`src/rtl/mfd_pkg.sv`:
```
// Shared types and constants for the mesh flood duplicate filter.
// No dependencies.
`timescale 1ns / 1ps
package mfd_pkg;
    localparam logic [15:0] CRC_INIT = 16'hFFFF;
    localparam logic [15:0] CRC_POLY = 16'h1021;
    localparam logic [7:0]  PKT_LEN  = 8'd20;
    localparam logic [7:0]  CRC_SPAN = 8'd18;
    localparam logic [7:0]  HOPS_POS = 8'd17;
    localparam logic [7:0]  HOP_LIMIT_RST = 8'd4;
    localparam logic [15:0] GAP_RST = 16'd2000;

    typedef enum logic [1:0] {
        ST_NEW  = 2'd0,
        ST_LEN  = 2'd1,
        ST_CRC  = 2'd2,
        ST_DUP  = 2'd3
    } t_status;

    typedef enum logic {
        REG_HOP_LIMIT = 1'b0,
        REG_BRIDGE_GAP = 1'b1
    } t_reg_idx;

    typedef struct packed {
        logic [7:0]  data_byte;
        logic        last_byte;
        logic [31:0] now_ms;
        logic        wan_link_up;
        logic        wan_busy;
    } t_in_word;

    typedef struct packed {
        logic [1:0]  status;
        logic        forward;
        logic        bridge;
        logic [15:0] source_id;
        logic [15:0] sequence_res;
        logic [7:0]  hops_out;
        logic [15:0] crc_out;
        logic [5:0]  cache_slot;
    } t_out_word;

    function automatic logic [15:0] crc_bit(input logic [15:0] c);
        crc_bit = c[15] ? ({c[14:0], 1'b0} ^ CRC_POLY) : {c[14:0], 1'b0};
    endfunction
endpackage

```
`src/rtl/mesh_flood_dedupe_filter_top.sv`:
```
// Mesh flood duplicate filter: byte intake, CRC check, seen-cache walk.
// Depends on mfd_pkg.
//
// Usage: present one packet byte per command on i_in with i_start while
// o_busy is low. A byte inside the CRC span goes through a shared one-bit CRC
// shifter, and o_busy stays high until the shifter is done. Bytes past the
// CRC span skip the shifter. On the last byte of a 20-byte packet with a good
// CRC the cache memory is walked one slot a cycle; then, for a new packet
// that is forwarded, the new hop count is run through the CRC shifter.
// One result word per last byte appears on o_out for one cycle with o_valid,
// whether the packet is dropped on length or CRC, found in the cache or new.
// The receiver cannot stall.
// Configuration writes on i_cfg_* are taken at any time (o_cfg_ready is tied
// high) and must be made while the block is idle.
// Reset (synchronous, active low) clears the packet state, cache valid bits,
// bridge timer and registers; no clearing pass is needed. Cache contents are
// only read where the slot's valid bit is set.
`timescale 1ns / 1ps
module mesh_flood_dedupe_filter_top #(
    parameter int CACHE_ENTRIES = 64
) (
    input  logic               i_clk,
    input  logic               i_rst_n,
    input  logic               i_start,
    input  mfd_pkg::t_in_word  i_in,
    output logic               o_busy,
    output logic               o_valid,
    output mfd_pkg::t_out_word o_out,
    input  logic               i_cfg_valid,
    output logic               o_cfg_ready,
    input  logic [0:0]         i_cfg_index,
    input  logic [15:0]        i_cfg_data
);
    localparam int AW = $clog2(CACHE_ENTRIES);
    localparam int CW = $clog2(CACHE_ENTRIES + 1);

    typedef enum logic [2:0] {
        S_IDLE, S_CRC, S_FIND, S_FINISH, S_HOPCRC, S_EMIT
    } t_state;

    t_state      r_state;
    logic [7:0]  r_hop_limit;
    logic [15:0] r_gap_ms;
    logic [7:0]  r_count;
    logic [15:0] r_crc, r_crc_pre, r_src, r_seq, r_rx_crc;
    logic [7:0]  r_hops, r_byte;
    logic [2:0]  r_bit;
    logic        r_last;
    logic [31:0] r_now, r_last_bridge;
    logic        r_joined, r_wbusy;
    logic [CACHE_ENTRIES-1:0] r_valid;
    logic [CW-1:0] r_idx;
    logic [AW-1:0] r_rd_idx;
    logic        r_rd_ok;
    logic        r_found, r_have_old;
    logic [AW-1:0] r_slot, r_old_slot;
    logic [31:0] r_oldest;
    logic        r_free;
    logic [AW-1:0] r_free_slot;
    mfd_pkg::t_out_word r_out;
    logic        r_ovalid;

    logic [15:0] m_src [CACHE_ENTRIES];
    logic [15:0] m_seq [CACHE_ENTRIES];
    logic [31:0] m_time [CACHE_ENTRIES];
    logic [15:0] r_m_src, r_m_seq;
    logic [31:0] r_m_time;
    logic        r_m_we;
    logic [AW-1:0] r_m_wa;

    logic [7:0]  n_count;
    assign n_count = (r_count == 8'hFF) ? r_count : r_count + 8'd1;

    assign o_busy = (r_state != S_IDLE);
    assign o_valid = r_ovalid;
    assign o_out = r_out;
    assign o_cfg_ready = 1'b1;

    always_ff @(posedge i_clk) begin
        r_m_src  <= m_src[r_idx[AW-1:0]];
        r_m_seq  <= m_seq[r_idx[AW-1:0]];
        r_m_time <= m_time[r_idx[AW-1:0]];
        if (r_m_we) begin
            m_src[r_m_wa]  <= r_src;
            m_seq[r_m_wa]  <= r_seq;
            m_time[r_m_wa] <= r_now;
        end
    end

    always_ff @(posedge i_clk) begin
        if (!i_rst_n) begin
            r_state <= S_IDLE;
            r_hop_limit <= mfd_pkg::HOP_LIMIT_RST;
            r_gap_ms <= mfd_pkg::GAP_RST;
            r_count <= '0;
            r_crc <= mfd_pkg::CRC_INIT;
            r_crc_pre <= mfd_pkg::CRC_INIT;
            r_src <= '0;
            r_seq <= '0;
            r_hops <= '0;
            r_rx_crc <= '0;
            r_valid <= '0;
            r_last_bridge <= '0;
            r_ovalid <= 1'b0;
            r_m_we <= 1'b0;
            r_rd_ok <= 1'b0;
        end else begin
            r_ovalid <= 1'b0;
            r_m_we <= 1'b0;
            if (i_cfg_valid) begin
                unique case (mfd_pkg::t_reg_idx'(i_cfg_index))
                    mfd_pkg::REG_HOP_LIMIT:  r_hop_limit <= i_cfg_data[7:0];
                    mfd_pkg::REG_BRIDGE_GAP: r_gap_ms <= i_cfg_data;
                    default: ;
                endcase
            end
            unique case (r_state)
                S_IDLE: begin
                    if (i_start) begin
                        r_byte <= i_in.data_byte;
                        r_last <= i_in.last_byte;
                        r_now <= i_in.now_ms;
                        r_joined <= i_in.wan_link_up;
                        r_wbusy <= i_in.wan_busy;
                        r_count <= n_count;
                        r_bit <= '0;
                        if (r_count == mfd_pkg::HOPS_POS) begin
                            r_crc_pre <= r_crc;
                            r_hops <= i_in.data_byte;
                        end
                        if (r_count == 8'd0) r_src[7:0] <= i_in.data_byte;
                        if (r_count == 8'd1) r_src[15:8] <= i_in.data_byte;
                        if (r_count == 8'd2) r_seq[7:0] <= i_in.data_byte;
                        if (r_count == 8'd3) r_seq[15:8] <= i_in.data_byte;
                        if (r_count == 8'd18) r_rx_crc[7:0] <= i_in.data_byte;
                        if (r_count == 8'd19) r_rx_crc[15:8] <= i_in.data_byte;
                        if (r_count < mfd_pkg::CRC_SPAN) begin
                            r_crc <= r_crc ^ {i_in.data_byte, 8'h00};
                            r_state <= S_CRC;
                        end else begin
                            r_state <= S_FINISH;
                        end
                    end
                end
                S_CRC: begin
                    r_crc <= mfd_pkg::crc_bit(r_crc);
                    r_bit <= r_bit + 3'd1;
                    if (r_bit == 3'd7) r_state <= S_FINISH;
                end
                S_FINISH: begin
                    priority if (!r_last) begin
                        r_state <= S_IDLE;
                    end else if (r_count != mfd_pkg::PKT_LEN) begin
                        r_out <= '{status: mfd_pkg::ST_LEN, default: '0};
                        r_state <= S_EMIT;
                    end else if (r_crc != r_rx_crc) begin
                        r_out <= '{status: mfd_pkg::ST_CRC, forward: 1'b0,
                                   bridge: 1'b0, source_id: r_src,
                                   sequence_res: r_seq, hops_out: r_hops,
                                   crc_out: r_crc, cache_slot: 6'd0};
                        r_state <= S_EMIT;
                    end else begin
                        r_idx <= '0;
                        r_rd_ok <= 1'b0;
                        r_found <= 1'b0;
                        r_free <= 1'b0;
                        r_have_old <= 1'b0;
                        r_state <= S_FIND;
                    end
                end
                S_FIND: begin
                    r_rd_idx <= r_idx[AW-1:0];
                    r_rd_ok <= (r_idx < CW'(CACHE_ENTRIES));
                    if (r_idx < CW'(CACHE_ENTRIES)) r_idx <= r_idx + CW'(1);
                    if (r_rd_ok) begin
                        if (r_valid[r_rd_idx]) begin
                            if (!r_found && r_m_src == r_src && r_m_seq == r_seq) begin
                                r_found <= 1'b1;
                                r_slot <= r_rd_idx;
                            end
                            if (!r_free && (!r_have_old || r_m_time < r_oldest)) begin
                                r_oldest <= r_m_time;
                                r_old_slot <= r_rd_idx;
                                r_have_old <= 1'b1;
                            end
                        end else if (!r_free) begin
                            r_free <= 1'b1;
                            r_free_slot <= r_rd_idx;
                        end
                    end
                    if (!r_rd_ok && r_idx == CW'(CACHE_ENTRIES)) begin
                        r_out.source_id <= r_src;
                        r_out.sequence_res <= r_seq;
                        r_out.forward <= 1'b0;
                        r_out.bridge <= 1'b0;
                        r_out.hops_out <= r_hops;
                        r_out.crc_out <= r_crc;
                        if (r_found) begin
                            r_out.status <= mfd_pkg::ST_DUP;
                            r_out.cache_slot <= 6'(r_slot);
                            r_state <= S_EMIT;
                        end else begin
                            r_out.status <= mfd_pkg::ST_NEW;
                            r_out.cache_slot <= 6'(r_free ? r_free_slot : r_old_slot);
                            r_m_we <= 1'b1;
                            r_m_wa <= r_free ? r_free_slot : r_old_slot;
                            r_valid[r_free ? r_free_slot : r_old_slot] <= 1'b1;
                            if (r_joined && !r_wbusy &&
                                (r_now - r_last_bridge) >= {16'd0, r_gap_ms}) begin
                                r_out.bridge <= 1'b1;
                                r_last_bridge <= r_now;
                            end
                            if (r_hops < r_hop_limit) begin
                                r_out.forward <= 1'b1;
                                r_out.hops_out <= r_hops + 8'd1;
                                r_crc <= r_crc_pre ^ {r_hops + 8'd1, 8'h00};
                                r_bit <= '0;
                                r_state <= S_HOPCRC;
                            end else begin
                                r_state <= S_EMIT;
                            end
                        end
                    end
                end
                S_HOPCRC: begin
                    r_crc <= mfd_pkg::crc_bit(r_crc);
                    r_bit <= r_bit + 3'd1;
                    if (r_bit == 3'd7) begin
                        r_out.crc_out <= mfd_pkg::crc_bit(r_crc);
                        r_state <= S_EMIT;
                    end
                end
                S_EMIT: begin
                    r_ovalid <= 1'b1;
                    r_count <= '0;
                    r_crc <= mfd_pkg::CRC_INIT;
                    r_crc_pre <= mfd_pkg::CRC_INIT;
                    r_src <= '0;
                    r_seq <= '0;
                    r_hops <= '0;
                    r_rx_crc <= '0;
                    r_state <= S_IDLE;
                end
                default: r_state <= S_IDLE;
            endcase
        end
    end
endmodule

```
`config.mk`:
```
export PLATFORM = sky130hd
export DESIGN_NAME = mesh_flood_dedupe_filter_top
export DESIGN_NICKNAME = d
export VERILOG_FILES = /design/src/rtl/mfd_pkg.sv /design/src/rtl/mesh_flood_dedupe_filter_top.sv
export SDC_FILE = /design/constraint.sdc
export NUM_CORES = 2
export LEC_CHECK = 0
export BUFFER_PORTS_ARGS = -buffer_cell sky130_fd_sc_hd__buf_2
export CORE_MARGIN = 2
export CORE_UTILIZATION = 55
export DETAILED_ROUTE_END_ITERATION = 8
export GPL_TIMING_DRIVEN = 1
export HOLD_SLACK_MARGIN = 0.03
export PLACE_DENSITY = 0.71
export SLEW_MARGIN = 20
export SYNTH_ARGS = -nofsm -noshare
export SYNTH_HDL_FRONTEND = slang
export SYNTH_SLANG_ARGS = --single-unit
```
`constraint.sdc`:
```
create_clock -name i_clk -period 15.6 [get_ports i_clk]
set_clock_uncertainty 0.2 [all_clocks]
set_input_delay 0.78 -clock i_clk [delete_from_list [all_inputs] [get_ports i_clk]]
set_output_delay 0.78 -clock i_clk [all_outputs]
set_load 0.03 [all_outputs]
```
==> flow_summary.toml <==
[placement]
dp_slack_ns = 9.12
hpwl_um = 248000
port_buffers = 131
gp_congestion = 0.868

[power]
ir_drop_mv = 0.110
combPwrFrac_pct = 6.4
p_sw_mw = 5.91
p_seq_share_pct = 53.0
internal_power_mw = 20.8
powerDensity_nw_per_um2 = 134
clockPowerShare_pct = 40.6
power_leakage_nw = 63.0
netSwitchingFraction_pct = 22.2

[drt]
first_pass_iters = 8
wl_per_cell_um = 37.5
drt_wl_total_um = 486000
drc = 0
ant_nets = 0
num_vias = 88660
drt-vias-per-instance = 6.83
drt_iter0_markers = 15016

[outcome]
outcome = "completed"

[sta]
relSlewSlack_pct = 13.4
hold_violations = 0
rsz0062_at_grt = "no"
min_period_ns = 6.53
worstMarginPinSlew_ns = 1.30
fin_crit_sh_pct = 41.9
clock.fmax_mhz = 153
setup_viol = 0
report.final.slew_viol_count = 0
fin_ws_ns = 9.07
tns_ns = 0

[synthesis]
syn_avg_cell_area_um2 = 22.2
synth_common_cells = "edfxtp_1, mux4_2, clkbuf_1, dfxtp_1, nor2_1"
syn_inst = 7923
ys_seq_area_share_pct = 76.1
yosysTopAreaCell = "edfxtp_1"
synth_flop_cell = "edfxtp_1"
synth-edff-count = 4272
synth_most_common_cell = "edfxtp_1"
async_flop_share_pct = 0
ys.warnings.count = 0
synth.area.top_cells = "edfxtp_1, mux4_2, dfxtp_1"
syn-cell-area_um2 = 176000
synth_top_area_share_pct = 72.8
ys_types = 77
ys_seq_elements = 4558
mappedNetlistNets = 8082

[floorplan]
die_area_um2 = 325000
die_h_um = 570
ios = 133
die_w_um = 570
rows = 207
core_um2 = 318000
start_util_pct = 55.3

[clocking]
path_clk_slew_ns = 0.06
clock_path_buffers = 4
cts_tree = "yes"
root_buffer = "clkbuf_16"
post_cts_buffers = 0
clock_latency_ns = 0.99
clock_sinks = 4558
numCtsBuffers = 433
htree_levels = 5

[worst_setup_path]
cp_data_arrival_time_ns = 7.14
crit_type = "reg -> reg"
worst-path-buf-inv = 2
endpoint_kind = "flop"
crit_chain = "buf_4 -> ha_1 -> and2_1 -> a221oi_1 -> nand2_1 -> and2_1 -> o21ai_0 -> nand2b_1 -> a21o_1 -> a21oi_1 -> xnor2_1 -> ha_1 -> a21oi_1 -> o21ai_1 -> a2111oi_2 -> a211oi_1 -> a2111o_1 -> or4_4 -> nor4b_4 -> a41oi_4 -> buf_4 -> mux2i_1"
worst_setup_path_start_kind = "flop"
crit_slowest_cell = "buf_4"
worst-path-max-fanout = 66
critPathRequiredTime_ns = 16.21
rrSetupSlack_ns = 9.07
crit_family = "compound AO/OA/AOI/OAI gates"
max_stage_delay_ns = 0.52

[global_routing]
gr-usage-all-layers_pct = 29.9
grt_max_degree = 144
antenna_found_initial = 7
grt_pass1_wl_um = 673000
first_global_vias = 86485
grt-ovfl-total = 0

[finish]
multi_input_area_um2 = 40600
fin_nets = 8573
seq_area_um2 = 134000
nFillCells = 20867
area_growth_pct = 12.7
drive_above_1_share_pct = 29.1

[run]
max_cap_viol_count = 0

[hold_path]
hold_class = "in -> reg"
[cell type report]
type                       instances  area share, %
antenna                            6        0.00756
clock buffer                     546           5.86
clock inverter                   263           1.50
inverter                         116          0.219
multi-input combinational       2841           20.5
sequential                      4558           67.5
tap                             4180           2.63
timing repair buffer             464           1.80
[power by group through the flow]
stage	registers (mW)	clock network, mW	logic, mW
2_1_floorplan	14.5	0	0.950
3_3_place_gp	14.4	0	1.61
3_5_place_dp	14.4	0	1.67
4_1_cts	14.1	10.9	1.69
5_1_grt	14.2	11.4	1.82
6_report	14.1	10.8	1.71
[kinds of logic (layout without fill, tap and decap cells)]
family	after synthesis	after routing	synth area share [%]
flip-flops	4558	4558	76.1
XOR/XNOR	91	91	0.452
buffers and inverters	524	1389	1.14
other	1	7	0.00213
multiplexers	1460	1460	18.0
AND/OR/NAND/NOR	798	798	2.10
adder cells (fa/ha/maj)	95	95	0.679
AO/OA/AOI/OAI	396	396	1.55
[cells in the final DEF (no fill, tap or decap), drive strengths merged, types with 64 or more instances in the layout]
cell / instances
clkinv: 163
buf: 399
o21ai: 79
xnor2: 66
ha: 94
clkbuf: 547
nor2b: 70
nor2: 257
mux2i: 92
edfxtp: 4272
dlygate4sd3: 64
mux4: 1365
a21oi: 81
dfxtp: 286
inv: 131
nand2: 243
o21a: 74
[metrics by stage]
step	instances	util, %	area (um^2)	hold WS [ns]	total power [mW]
CTS	12966	62.4	198000	0.0626	26.7
global placement	12088	57.5	183000	0.219	16.0
finish	12974	62.4	199000	0.141	26.7
detailed placement	12093	57.6	183000	0.217	16.1
floorplan	7923	-	176000	0.200	15.4
global route	12970	62.4	199000	0.157	27.3
[timing repair]
| action | CTS | global route |
|---|---|---|
| resized for setup | 0 | 0 |
| hold buffers | 64 | 0 |
| hold endpoints to repair | 67 | 0 |
| endpoints found under the setup margin | 0 | 0 |
[worst paths after layout]
| check | from | to | cells after the start |
|---|---|---|---|
| setup reg to reg | r_now[3] | r_last_bridge[18] | 22 |
| hold reg to reg | r_m_time[0] | r_oldest[0] | 0 |
| hold / removal | i_cfg_valid | r_hop_limit[4] | 4 |
| setup / recovery | r_now[3] | r_last_bridge[18] | 22 |
[sequential cells by signal (all words and copies together), names as in the netlist, 32 cells and up]
name,flops
m_time,2048
m_seq,1024
m_src,1024
o_out,66
r_valid,64
r_last_bridge,32
r_m_time,32
r_now,32
r_oldest,32
[worst min-delay path, stage by stage]
cell      delay [ns]
buf_2           0.10
nand2b_1        0.18
nand2_1         0.11
a21boi_0        0.07
[routing by layer]
layer,global-route usage [%],vias up,part of all wire (%)
li1,-,34222,-
met1,42.2,47161,36
met2,47.3,6241,48
met3,5.95,1032,12
met4,10.2,4,4.1
met5,0,-,0.0054
Note: power is estimated with default switching activity, not from simulation.
